## src/hdl/cat_pkg.sv

```systemverilog
package cat_pkg;

  localparam int MAX_PACKETS = 1024;
  localparam int IDX_W = 16;
  localparam int HDR_W = 32;
  localparam int KIND_W = 2;

  localparam int WORD_W = 32;
  localparam int BIT_W = $clog2(WORD_W);
  localparam int ROWS = (MAX_PACKETS + WORD_W - 1) / WORD_W;
  localparam int ROW_W = (ROWS > 1) ? $clog2(ROWS) : 1;
  localparam int PTR_W = $clog2(MAX_PACKETS + 1);
  localparam int RUN_W = BIT_W + 1;

  localparam logic [IDX_W:0] IDX_LIMIT = (IDX_W + 1)'(MAX_PACKETS);
  localparam logic [PTR_W-1:0] PTR_MAX = PTR_W'(MAX_PACKETS);

  typedef enum logic [KIND_W-1:0] {
    KIND_CUM   = 2'd0,
    KIND_DUP   = 2'd1,
    KIND_DONE  = 2'd2,
    KIND_RANGE = 2'd3
  } kind_t;

  typedef struct packed {
    logic              rd_en;
    logic [ROW_W-1:0]  rd_addr;
    logic              wr_en;
    logic [ROW_W-1:0]  wr_addr;
    logic [WORD_W-1:0] wr_data;
  } map_req_t;

  // length of the run of set bits starting at pos, up to the top of the word
  function automatic logic [RUN_W-1:0] ones_run(input logic [WORD_W-1:0] w,
                                                input logic [BIT_W-1:0] pos);
    logic [WORD_W-1:0] s;
    logic [RUN_W-1:0]  n;
    s = w >> pos;
    n = RUN_W'(WORD_W) - RUN_W'(pos);
    for (int i = WORD_W - 1; i >= 0; i--) begin
      if (!s[i]) begin
        n = RUN_W'(i);
      end
    end
    return n;
  endfunction

endpackage

```

## src/hdl/cat_if.sv

```systemverilog
interface cat_in_if;
  import cat_pkg::*;

  logic             valid;
  logic             ready;
  logic [IDX_W-1:0] packet_index;
  logic [HDR_W-1:0] header_value;

  modport source (output valid, output packet_index, output header_value, input ready);
  modport sink (input valid, input packet_index, input header_value, output ready);
endinterface

interface cat_out_if;
  import cat_pkg::*;

  logic              valid;
  logic              ready;
  logic [KIND_W-1:0] kind;
  logic [IDX_W-1:0]  ack_number;
  logic [HDR_W-1:0]  tail_bytes;
  logic              last;

  modport source (output valid, output kind, output ack_number, output tail_bytes,
                  output last, input ready);
  modport sink (input valid, input kind, input ack_number, input tail_bytes,
                input last, output ready);
endinterface

```

## src/hdl/cat_map_ram.sv

```systemverilog
module cat_map_ram (
  input  logic                            clk,
  input  logic                            rst,
  input  cat_pkg::map_req_t               req,
  output logic [cat_pkg::WORD_W-1:0]      rdata
);
  import cat_pkg::*;

  logic [WORD_W-1:0] mem [ROWS];
  logic [ROWS-1:0]   row_valid;
  logic [WORD_W-1:0] rd_word;
  logic              rd_ok;

  always_ff @(posedge clk) begin
    if (req.wr_en) begin
      mem[req.wr_addr] <= req.wr_data;
    end
    if (req.rd_en) begin
      rd_word <= mem[req.rd_addr];
    end
  end

  // a row never written reads as all clear
  always_ff @(posedge clk) begin
    if (rst) begin
      row_valid <= '0;
      rd_ok <= 1'b0;
    end else begin
      if (req.wr_en) begin
        row_valid[req.wr_addr] <= 1'b1;
      end
      if (req.rd_en) begin
        rd_ok <= row_valid[req.rd_addr];
      end
    end
  end

  assign rdata = rd_ok ? rd_word : '0;

endmodule

```

## src/hdl/cumulative_ack_receive_tracker.sv

```systemverilog
// channel  dir  payload                                  role
// pkt      in   packet_index, header_value               arriving data packet
// res      out  kind, ack_number, tail_bytes, last       ack / completion / error
//
// one packet at a time. a repeat after completion or an out-of-range index is
// answered at look-up, a duplicate passes on to finish, a new packet sets its bit,
// then reads and checks each bitmap word the next-expected pointer crosses (none
// when the count is at or below it); bitmap ram read-modify-write sets the pace.
// rst is synchronous; per-row valid bits clear the bitmap at once, no sweep.
// a stalled result register holds the sequencer but the last result of one
// packet may wait while the next packet is taken.
module cumulative_ack_receive_tracker (
  input  logic clk,
  input  logic rst,
  cat_in_if.sink   pkt,
  cat_out_if.source res
);
  import cat_pkg::*;

  typedef enum logic [4:0] {
    S_IDLE     = 5'b00001,
    S_LOOK     = 5'b00010,
    S_SCAN_RD  = 5'b00100,
    S_SCAN_CHK = 5'b01000,
    S_FINISH   = 5'b10000
  } state_t;

  state_t state, state_next;

  logic [PTR_W-1:0] ptr, ptr_next;
  logic [PTR_W-1:0] total;
  logic [HDR_W-1:0] tail_len;
  logic             complete;
  logic [IDX_W-1:0] idx;
  logic [HDR_W-1:0] hdr;

  logic              out_valid;
  kind_t             out_kind;
  logic [IDX_W-1:0]  out_ack;
  logic [HDR_W-1:0]  out_tail;
  logic              out_last;

  map_req_t          map_req;
  logic [WORD_W-1:0] rdata;

  logic              slot_free;
  logic              emit;
  kind_t             e_kind;
  logic [IDX_W-1:0]  e_ack;
  logic [HDR_W-1:0]  e_tail;
  logic              e_last;
  logic              take_hdr;
  logic              set_done;
  logic              out_of_range;
  logic [RUN_W-1:0]  run;
  logic [PTR_W-1:0]  reach;
  logic              word_end;

  cat_map_ram u_map (
    .clk   (clk),
    .rst   (rst),
    .req   (map_req),
    .rdata (rdata)
  );

  assign slot_free = !out_valid || res.ready;
  assign out_of_range = {1'b0, idx} >= IDX_LIMIT;

  assign run = ones_run(rdata, ptr[BIT_W-1:0]);
  assign reach = ptr + PTR_W'(run);
  assign word_end = run == (RUN_W'(WORD_W) - RUN_W'(ptr[BIT_W-1:0]));

  always_comb begin
    state_next = state;
    ptr_next = ptr;
    map_req = '0;
    emit = 1'b0;
    e_kind = KIND_CUM;
    e_ack = '0;
    e_tail = '0;
    e_last = 1'b1;
    take_hdr = 1'b0;
    set_done = 1'b0;
    unique case (state)
      S_IDLE: begin
        if (pkt.valid) begin
          map_req.rd_en = 1'b1;
          map_req.rd_addr = pkt.packet_index[BIT_W +: ROW_W];
          state_next = S_LOOK;
        end
      end
      S_LOOK: begin
        if (complete) begin
          if (slot_free) begin
            emit = 1'b1;
            e_kind = KIND_DONE;
            e_tail = tail_len;
            state_next = S_IDLE;
          end
        end else if (out_of_range) begin
          if (slot_free) begin
            emit = 1'b1;
            e_kind = KIND_RANGE;
            e_ack = idx;
            state_next = S_IDLE;
          end
        end else if (rdata[idx[BIT_W-1:0]]) begin
          if (slot_free) begin
            emit = 1'b1;
            e_kind = KIND_DUP;
            e_ack = idx;
            // last only when nothing follows it
            e_last = (ptr == '0) && (ptr < total);
            state_next = S_FINISH;
          end
        end else begin
          map_req.wr_en = 1'b1;
          map_req.wr_addr = idx[BIT_W +: ROW_W];
          map_req.wr_data = rdata | (WORD_W'(1) << idx[BIT_W-1:0]);
          take_hdr = 1'b1;
          state_next = S_SCAN_RD;
        end
      end
      S_SCAN_RD: begin
        if (ptr >= total) begin
          state_next = S_FINISH;
        end else begin
          map_req.rd_en = 1'b1;
          map_req.rd_addr = ptr[BIT_W +: ROW_W];
          state_next = S_SCAN_CHK;
        end
      end
      S_SCAN_CHK: begin
        if (reach >= total) begin
          ptr_next = total;
          state_next = S_FINISH;
        end else begin
          ptr_next = reach;
          state_next = word_end ? S_SCAN_RD : S_FINISH;
        end
      end
      S_FINISH: begin
        if (ptr >= total) begin
          if (slot_free) begin
            emit = 1'b1;
            e_kind = KIND_DONE;
            e_tail = tail_len;
            set_done = 1'b1;
            state_next = S_IDLE;
          end
        end else if (ptr != '0) begin
          if (slot_free) begin
            emit = 1'b1;
            e_kind = KIND_CUM;
            e_ack = IDX_W'(ptr - PTR_W'(1));
            state_next = S_IDLE;
          end
        end else begin
          state_next = S_IDLE;
        end
      end
      default: state_next = S_IDLE;
    endcase
  end

  always_ff @(posedge clk) begin
    if (rst) begin
      state <= S_IDLE;
      ptr <= '0;
      total <= PTR_MAX;
      tail_len <= '0;
      complete <= 1'b0;
      out_valid <= 1'b0;
    end else begin
      state <= state_next;
      ptr <= ptr_next;
      if (set_done) begin
        complete <= 1'b1;
      end
      if (take_hdr && idx == IDX_W'(0)) begin
        tail_len <= hdr;
      end
      if (take_hdr && idx == IDX_W'(1)) begin
        total <= (hdr > HDR_W'(MAX_PACKETS)) ? PTR_MAX : hdr[PTR_W-1:0];
      end
      if (emit) begin
        out_valid <= 1'b1;
      end else if (res.ready) begin
        out_valid <= 1'b0;
      end
    end
  end

  always_ff @(posedge clk) begin
    if (state == S_IDLE && pkt.valid) begin
      idx <= pkt.packet_index;
      hdr <= pkt.header_value;
    end
    if (emit) begin
      out_kind <= e_kind;
      out_ack <= e_ack;
      out_tail <= e_tail;
      out_last <= e_last;
    end
  end

  assign pkt.ready = (state == S_IDLE);
  assign res.valid = out_valid;
  assign res.kind = out_kind;
  assign res.ack_number = out_ack;
  assign res.tail_bytes = out_tail;
  assign res.last = out_last;

  a_done_means_reached: assert property (@(posedge clk) disable iff (rst)
    complete |-> ptr >= total)
    else $error("completion flagged with pointer below total");

  a_ptr_bounded: assert property (@(posedge clk) disable iff (rst)
    ptr <= PTR_MAX)
    else $error("next-expected pointer beyond capacity");

  a_check_follows_read: assert property (@(posedge clk) disable iff (rst)
    state == S_SCAN_CHK |-> $past(state) == S_SCAN_RD)
    else $error("bitmap word checked without a read");

  a_accept_to_look: assert property (@(posedge clk) disable iff (rst)
    pkt.valid && pkt.ready |=> state == S_LOOK)
    else $error("accepted packet not looked up");

  a_emit_needs_slot: assert property (@(posedge clk) disable iff (rst)
    out_valid && !res.ready |=> out_valid && $stable(out_ack) && $stable(out_kind))
    else $error("pending result overwritten");

endmodule

```

## src/flat_wrapper.sv

```systemverilog
// flat-port wrapper written by rule: the top's interface ports become plain ports
module cumulative_ack_receive_tracker_flat import cat_pkg::*;
  (clk, rst, pkt_valid, pkt_packet_index, pkt_header_value, pkt_ready, res_valid, res_kind, res_ack_number, res_tail_bytes, res_last, res_ready);
  cat_in_if pkt_i ();
  cat_out_if res_i ();
  input  logic clk;
  input  logic rst;
  input wire logic [$bits(pkt_i.valid)-1:0] pkt_valid;
  input wire logic [$bits(pkt_i.packet_index)-1:0] pkt_packet_index;
  input wire logic [$bits(pkt_i.header_value)-1:0] pkt_header_value;
  output wire logic [$bits(pkt_i.ready)-1:0] pkt_ready;
  output wire logic [$bits(res_i.valid)-1:0] res_valid;
  output wire logic [$bits(res_i.kind)-1:0] res_kind;
  output wire logic [$bits(res_i.ack_number)-1:0] res_ack_number;
  output wire logic [$bits(res_i.tail_bytes)-1:0] res_tail_bytes;
  output wire logic [$bits(res_i.last)-1:0] res_last;
  input wire logic [$bits(res_i.ready)-1:0] res_ready;
  assign pkt_i.valid = pkt_valid;
  assign pkt_i.packet_index = pkt_packet_index;
  assign pkt_i.header_value = pkt_header_value;
  assign pkt_ready = pkt_i.ready;
  assign res_valid = res_i.valid;
  assign res_kind = res_i.kind;
  assign res_ack_number = res_i.ack_number;
  assign res_tail_bytes = res_i.tail_bytes;
  assign res_last = res_i.last;
  assign res_i.ready = res_ready;
  cumulative_ack_receive_tracker u_core (.clk(clk), .rst(rst), .pkt(pkt_i), .res(res_i));
endmodule
```

## config.mk

```make
export PLATFORM = sky130hd
export DESIGN_NAME = cumulative_ack_receive_tracker_flat
export DESIGN_NICKNAME = d
export VERILOG_FILES = /design/src/hdl/cat_pkg.sv /design/src/hdl/cat_if.sv /design/src/hdl/cat_map_ram.sv /design/src/hdl/cumulative_ack_receive_tracker.sv /design/src/flat_wrapper.sv
export SDC_FILE = /design/constraint.sdc
export NUM_CORES = 2
export LEC_CHECK = 0
export BUFFER_PORTS_ARGS = -buffer_cell sky130_fd_sc_hd__buf_4
export CELL_PAD_IN_SITES_DETAIL_PLACEMENT = 0
export CELL_PAD_IN_SITES_GLOBAL_PLACEMENT = 1
export CORE_ASPECT_RATIO = 0.8
export CORE_MARGIN = 8
export CORE_UTILIZATION = 52
export CTS_BUF_LIST = sky130_fd_sc_hd__clkbuf_16
export CTS_CLUSTER_SIZE = 10
export DETAILED_ROUTE_END_ITERATION = 7
export PLACE_DENSITY_LB_ADDON = 0.25
export SYNTH_ARGS = -nofsm -noshare
export SYNTH_HDL_FRONTEND = slang
export SYNTH_SLANG_ARGS = --single-unit
```

## constraint.sdc

```tcl
create_clock -name clk -period 8.31 [get_ports clk]
set_input_delay 1.662 -clock clk [delete_from_list [all_inputs] [get_ports clk]]
set_output_delay 1.662 -clock clk [all_outputs]
set_load 0.01 [all_outputs]
```

Word level (Yosys, flattened, before mapping)
Memory sizes are Yosys's and may differ from the RTL's. A register that Yosys moved wholly into a read port is not among the register bits. Cells that the tools add are included.

Output and inout port bits: 53. Memories: 1. Flip-flop bits (word level): 193. Memory bits (writable): 1024. Input bits: 52. Word-level logic and storage cells: 153.

Bitwise logic cells: 5. Equal/unequal tests: 9. Add/subtract/negate cells: 3. Shifts and indexed selects: 2. Reduce and logical (&&, ||, !) cells: 13. Multiplexer cells: 97. $lt $le $gt $ge: 9.

Memory list: u_core.u_map.mem (words 32, bits a word 32, rd ports 1, clocked after Yosys merged registers in 1, write ports 1, line cat_map_ram.sv:9) `logic [WORD_W-1:0] mem [ROWS];`.

Operator list (count): 6-bit two-way mux (34); 38-bit two-way mux (4); 32-bit two-way mux (4); 16-bit two-way mux (7); 32-bit OR (2); 32-bit one-hot mux with 2 select lines (1); 5-bit two-way mux (11); 32-bit by 11-bit greater-than comparator with 1-bit output, second input constant (1); 16-bit one-hot mux with 2 select lines (1); 1-bit by 5-bit left shift with 32-bit output, first input constant (1); 32-bit by 5-bit >> shifter with 32-bit output (1); 5-bit one-hot mux with 5 select lines (1); 11-bit >= comparator (2); 11-bit two-way mux (2); 1-bit two-way mux (20); 5-bit by 6-bit less-than comparator with 1-bit output, second input constant (3); 16-bit by 1-bit == test with 1-bit output, second input constant (1); 16-bit by 11-bit >= comparator with 1-bit output, second input constant (1); 16-bit logical NOT (1); 2-bit two-way mux (6); 6-bit one-hot mux with 2 select lines (1); 11-bit by 1-bit subtractor with 12-bit output, second input constant (1); 11-bit by 6-bit adder with 11-bit output (1); 11-bit logical NOT (1); 23 further kinds (30).

Longest topological paths before layout
Depth in word-level cells: 38. Gate-level depth with buffers: 32. Depth with buffers taken out: 30.

By module
A second synthesis with hierarchy kept.

Cells, all modules: 2793. Area total of the unflattened synthesis: 51971.1 sq um.

By module, submodules not included: cat_map_ram (seq. area each 32371.0 sq um, cells an instance 1708, instances 1, area each 41302.1 sq um); cumulative_ack_receive_tracker (seq. area each 4194.0 sq um, cells an instance 1085, instances 1, area each 10669.0 sq um).

Worst setup path before layout
Ideal clock, no wire load.

Kind: flip-flop to flip-flop. Start: reg u_core.ptr[2]. End: reg u_core.ptr[7]. Setup time: 127 ps. Required time: 8183 ps. Data arrival time: 5801 ps. Path buffers: 2. Period minus slack after synthesis: 5928 ps. Stages on the path, launching flop included: 32. Path slack: 2382 ps. Cells stage by stage: dfxtp_1 > nand2b_1 > clkbuf_1 > buf_2 > o32ai_1 > o31ai_1 > a31o_2 > a21oi_1 > o31ai_1 > a21boi_0 > o21ai_0 > a211o_1 > a311oi_1 > nor3b_1 > ha_1 > inv_1 > fa_1 > inv_1 > a21oi_1 > o21bai_1 > a21o_1 > a21o_1 > and3_1 > xor2_1 > ha_1 > o21ai_0 > a21oi_1 > o41ai_1 > clkinv_1 > a21oi_1 > o22ai_1 > nor2b_1.

Cells in the longest elaborated chain, start to end: 36. Elaborated cells on any way between the ends: 37. Those cells by class: 2 x add/sub; 1 x order compare; 1 x shift; 33 x mux.

RTL lines: from (decl) (line cumulative_ack_receive_tracker.sv:30) `logic [PTR_W-1:0] ptr, ptr_next;`; from (signal assigned) (line cumulative_ack_receive_tracker.sv:176) `ptr <= ptr_next;`; 6-bit by 5-bit subtractor with 6-bit output or 32-bit by 5-bit >> shifter with 32-bit output (tied branches) (line cat_pkg.sv:39, cat_pkg.sv:38); 6-bit two-way mux (32 in series) (line cat_pkg.sv:41) `if (!s[i]) begin`; 11-bit by 6-bit adder with 11-bit output * (line cumulative_ack_receive_tracker.sv:70) `assign reach = ptr + PTR_W'(run);`; 11-bit >= comparator (line cumulative_ack_receive_tracker.sv:134) `if (reach >= total) begin`; 11-bit two-way mux * (line cumulative_ack_receive_tracker.sv:134).

Mark *: on every way between the ends. The rest lies on a longest branch, timed or not. A chain may end at the register's enable or synchronous reset.

Worst setup path in the final report
Start: reg u_core.ptr[0]. End: reg u_core.ptr[7].

Same word-level chain as after synthesis.

==> run summary <==
The flow ran to the end, and the final reports show no timing, DRC or antenna violations. The starting utilization of the core area is ~53%. The most common cell in the synthesized netlist is sky130_fd_sc_hd__edfxtp_1. The insertion delay of the later-clocked pin in the worst-skew pair is between 0.7 and 0.8 ns. The count of fill cells added during filler insertion came out at 7611.

The total leakage power came out at approximately 17 nW. The placement row count came out at between 100 and 150. In this run, the number of DRC markers left after iteration 0 of detailed routing was roughly 4500. The count of nets left with antenna violations after detail routing is 0. Summed over all instances, the cell type with the most area after synthesis is sky130_fd_sc_hd__edfxtp_1. The minimum period implied by the final worst setup slack is between 7 and 8 ns.

The register share of total power is approximately 52%. Counting every net in the synthesized netlist gives roughly 3900. The vias per cell is approximately 6.4. The total wire length after detailed routing is roughly 150000 µm. The critical path in this run is classified as reg -> reg. Input and output buffers added on the ports amount to ~100. The clock-pin slew on the worst setup and hold paths is around 0.06 ns. Summed over all nets, the switching power comes to 2.99 mW. The post-synthesis share of cell area spent on xor and xnor gates came out at less than 1%.

In the post-synthesis netlist, the biggest area contributors are sky130_fd_sc_hd__edfxtp_1 (67%), sky130_fd_sc_hd__nand3_1 (3.8%), sky130_fd_sc_hd__dfxtp_1 (3.6%). The fraction of the cycle the final worst path needs came out at a little over four fifths. The post-detailed-route DRC marker count is 0. STA classifies the critical path startpoint as a flip-flop. The number of enable flip-flop cells after synthesis came out at 1155. In the synthesized netlist the dominant register cell turns out to be sky130_fd_sc_hd__edfxtp_1. The share of synthesized cell area in full adder, half adder and majority cells came out at less than 1%. The max-cap check violation count is 0. The part of the power in combinational logic is between 5 and 6%. The arrival time at the worst endpoint came out at ~7.6 ns.

The post-synthesis compound-gate area fraction is 8.80%. The total number of nets in the final design is between 4000 and 5000. The portion of synthesized cell area occupied by the leading cell type came out at roughly two thirds. The simple-gate portion of the synthesized area came out at about an eighth. Post-CTS repair changed the size of 0 cells. The core occupancy in the finished layout is between 50% and 60%. The cell area after technology mapping is 51900 µm². Setup repair after global routing left no endpoint under its margin. The count of distinct cell types in the synthesized netlist is 80.

The endpoint class of the critical path is a flip-flop. The final-report hold violation count was 0. The multiplexer share of the synthesized area is between 4 and 5%.

The clock sink count came out at approximately 1200. The peak clock frequency supported by timing came out at between 100 and 150 MHz. Broken down by cell family, the worst path's largest delay share belongs to compound AO/OA/AOI/OAI gates. The delay contributed by the slowest stage of the critical path came out at 0.88 ns.

Cell internal power was estimated by the tool at between 10 and 15 mW. The area growth from synthesis to final layout came out at 12.7%. The accumulated negative setup slack is 0 ns. The post-route worst setup slack is 1.29 ns. At the end of routability-driven placement, the weighted congestion stood at approximately 0.88. For this run the aggregate overflow at the end of global routing stands at 0. The largest net degree at the start of global routing is 127. After legalization and detailed placement, the total HPWL measured approximately 86000 µm. After synthesis, the largest family of logic cells by area is simple AND/OR/NAND/NOR gates. The tree is rooted in a sky130_fd_sc_hd__clkbuf_16.

For this run, the register share of the synthesized area comes to about 70%. The number of antenna diodes in the final layout is 0. The final number of max-transition violations is 0. By count the netlist is led by sky130_fd_sc_hd__edfxtp_1 (1155), sky130_fd_sc_hd__nand2_1 (455), sky130_fd_sc_hd__nand3_1 (389), sky130_fd_sc_hd__a21oi_1 (229), sky130_fd_sc_hd__clkbuf_1 (220). The worst-case IR drop observed on VDD is 0.000223 V.

The overall routing resource usage is between 20 and 30%. The number of setup buffers added after CTS came out at 0. The largest fanout on the critical path is 30. The total power draw came out at between 10 and 15 mW. The cell seen most often among critical-path stages is sky130_fd_sc_hd__a21o_1. The share of flip-flops with an asynchronous set or reset came out at 0%. The post-synthesis register bit count came out at 1249.

The standard cell core area came out at ~99000 µm². The path type of the worst min-delay path is reg -> reg. The initial antenna violation count is 2.

At the pin with the least slew margin, the transition time is between 1 and 1.5 ns. The number of levels in the clock H-tree is 4. The number of placed I/O pins is between 100 and 150. The number of global-route vias before repair came out at about 32000.

Between clock sinks in the finished design, the worst skew comes to between 0.02 and 0.03 ns. The final count of negative-setup-slack endpoints is 0. The required time reported for the critical path endpoint came out at 8.91 ns. The worst setup slack after placement came out at 1.43 ns. The number of hold buffers added after CTS was 0.

The first detailed-routing pass took 5 iterations. After detailed routing, the average wire length per cell comes to roughly 29 µm. The worst-case headroom to the max-slew limit came out at about 15%. The clock network burns approximately two fifths of the power. The number of warnings issued by yosys came out at 0. TritonCTS built the clock tree. The switching part of the total power came out at a little under a quarter. The first global-routing pass estimated between 200000 and 250000 µm of wire. The mean cell area of the mapped netlist came out at around 14 µm². Dividing total power by cell area gives a power density of about 230 nW/µm². The number of buffers added by the clock tree synthesis step came out at between 100 and 150. The die extent in x is about 370 µm. The share of layout cells above drive strength 1 came out at 13.9%. The buffers plus inverters on the worst setup path is 4. After technology mapping, the gate count stands at approximately 3800. The slowest library cell on the worst path is sky130_fd_sc_hd__dfxtp_2.

The die is about 300 µm tall. The longest clock path from root to sink contains 3 buffers. The area of the die is between 100000 and 150000 µm². The number of vias after detailed routing is between 30000 and 40000.
==> path summary, 6_finish.rpt <==
kind | endpoint | cells past startpoint | slack (ns) | start
setup / recovery | u_core.ptr[7] | 28 | 1.29 | u_core.ptr[0]
hold / removal | u_core.tail_len[7] | 2 | 0.44 | u_core.tail_len[7]
setup reg to reg | u_core.ptr[7] | 28 | 1.29 | u_core.ptr[0]
hold reg to reg | u_core.tail_len[7] | 2 | 0.44 | u_core.tail_len[7]
==> stage by stage <==
step / hold WS (ns) / instances / area [µm²]
after floorplan: 0.427 / 3836 / 51900
after global placement: 0.433 / 5086 / 54500
after detailed placement: 0.439 / 5086 / 54500
after CTS: 0.446 / 5274 / 58500
after global routing: 0.464 / 5274 / 58500
final: 0.444 / 5274 / 58500
==> cells in the final DEF (no fill, tap or decap), drive strengths merged, types with 94 or more instances in the layout <==
master	n
edfxtp	1155
nor2	184
o22ai	96
buf	220
dfxtp	94
and3	109
a21oi	229
nand3	389
nand2	455
clkbuf	144
==> power by group through the flow <==
| stage | Combinational, mW | Clock (mW) | Sequential [mW] |
|---|---|---|---|
| after global placement | 0.755 | 0 | 7.02 |
| after floorplan | 0.512 | 0 | 6.98 |
| final | 0.769 | 5.52 | 6.90 |
| after global routing | 0.831 | 5.83 | 6.89 |
| after CTS | 0.764 | 5.59 | 6.89 |
| after detailed placement | 0.759 | 0 | 7.02 |
==> worst reg2reg max path: cells and delay by family (launching register included) <==
family | cells | cell delay (ns)
AOI/OAI and AO/OA | 13 | 2.49
and+or+nand+nor | 6 | 1.14
buffers and inverters | 4 | 0.88
DFF | 1 | 0.88
adders and majority gates | 3 | 0.88
muxes | 1 | 0.41
xor gates and xnor gates | 1 | 0.17
==> logic make-up (layout without fill, tap and decap cells) <==
logic type               after synthesis  in the layout
XOR/XNOR                              19             19
buffers and inverters                314            440
adder cells (fa/ha/maj)               30             30
flip-flops                          1249           1249
AO/OA/AOI/OAI                        717            717
AND/OR/NAND/NOR                     1354           1354
multiplexers                         153            153
==> layer usage <==
metal / track usage [%] / wire length [µm]
met1: 38.9 / 63300
met2: 40.9 / 68300
met3: 6.10 / 15500
met4: 7.74 / 4100
met5: 0 / 13
==> area by class of cell <==
cell class,count,area (µm²),share of cell area (%)
Tap cell,1312,1640,2.81
Timing Repair Buffer,220,1790,3.06
Inverter,32,120,0.205
Clock buffer,144,3600,6.16
Sequential cell,1249,36600,62.5
Multi-Input combinational cell,2273,14400,24.6
Clock inverter,44,364,0.622
==> flip-flops by register name (all words and copies together) (netlist names), 2 cells and up <==
register / flops
u_core.res.kind: 2
u_core.idx: 16
u_core.hdr: 32
u_core.u_map.mem: 1024
u_core.u_map.row_valid: 32
u_core.res.tail_bytes: 32
u_core.tail_len: 32
u_core.total: 11
u_core.u_map.rd_word: 32
u_core.state: 5
u_core.res.ack_number: 16
u_core.ptr: 11
Note: power is estimated with default switching activity, not from simulation.
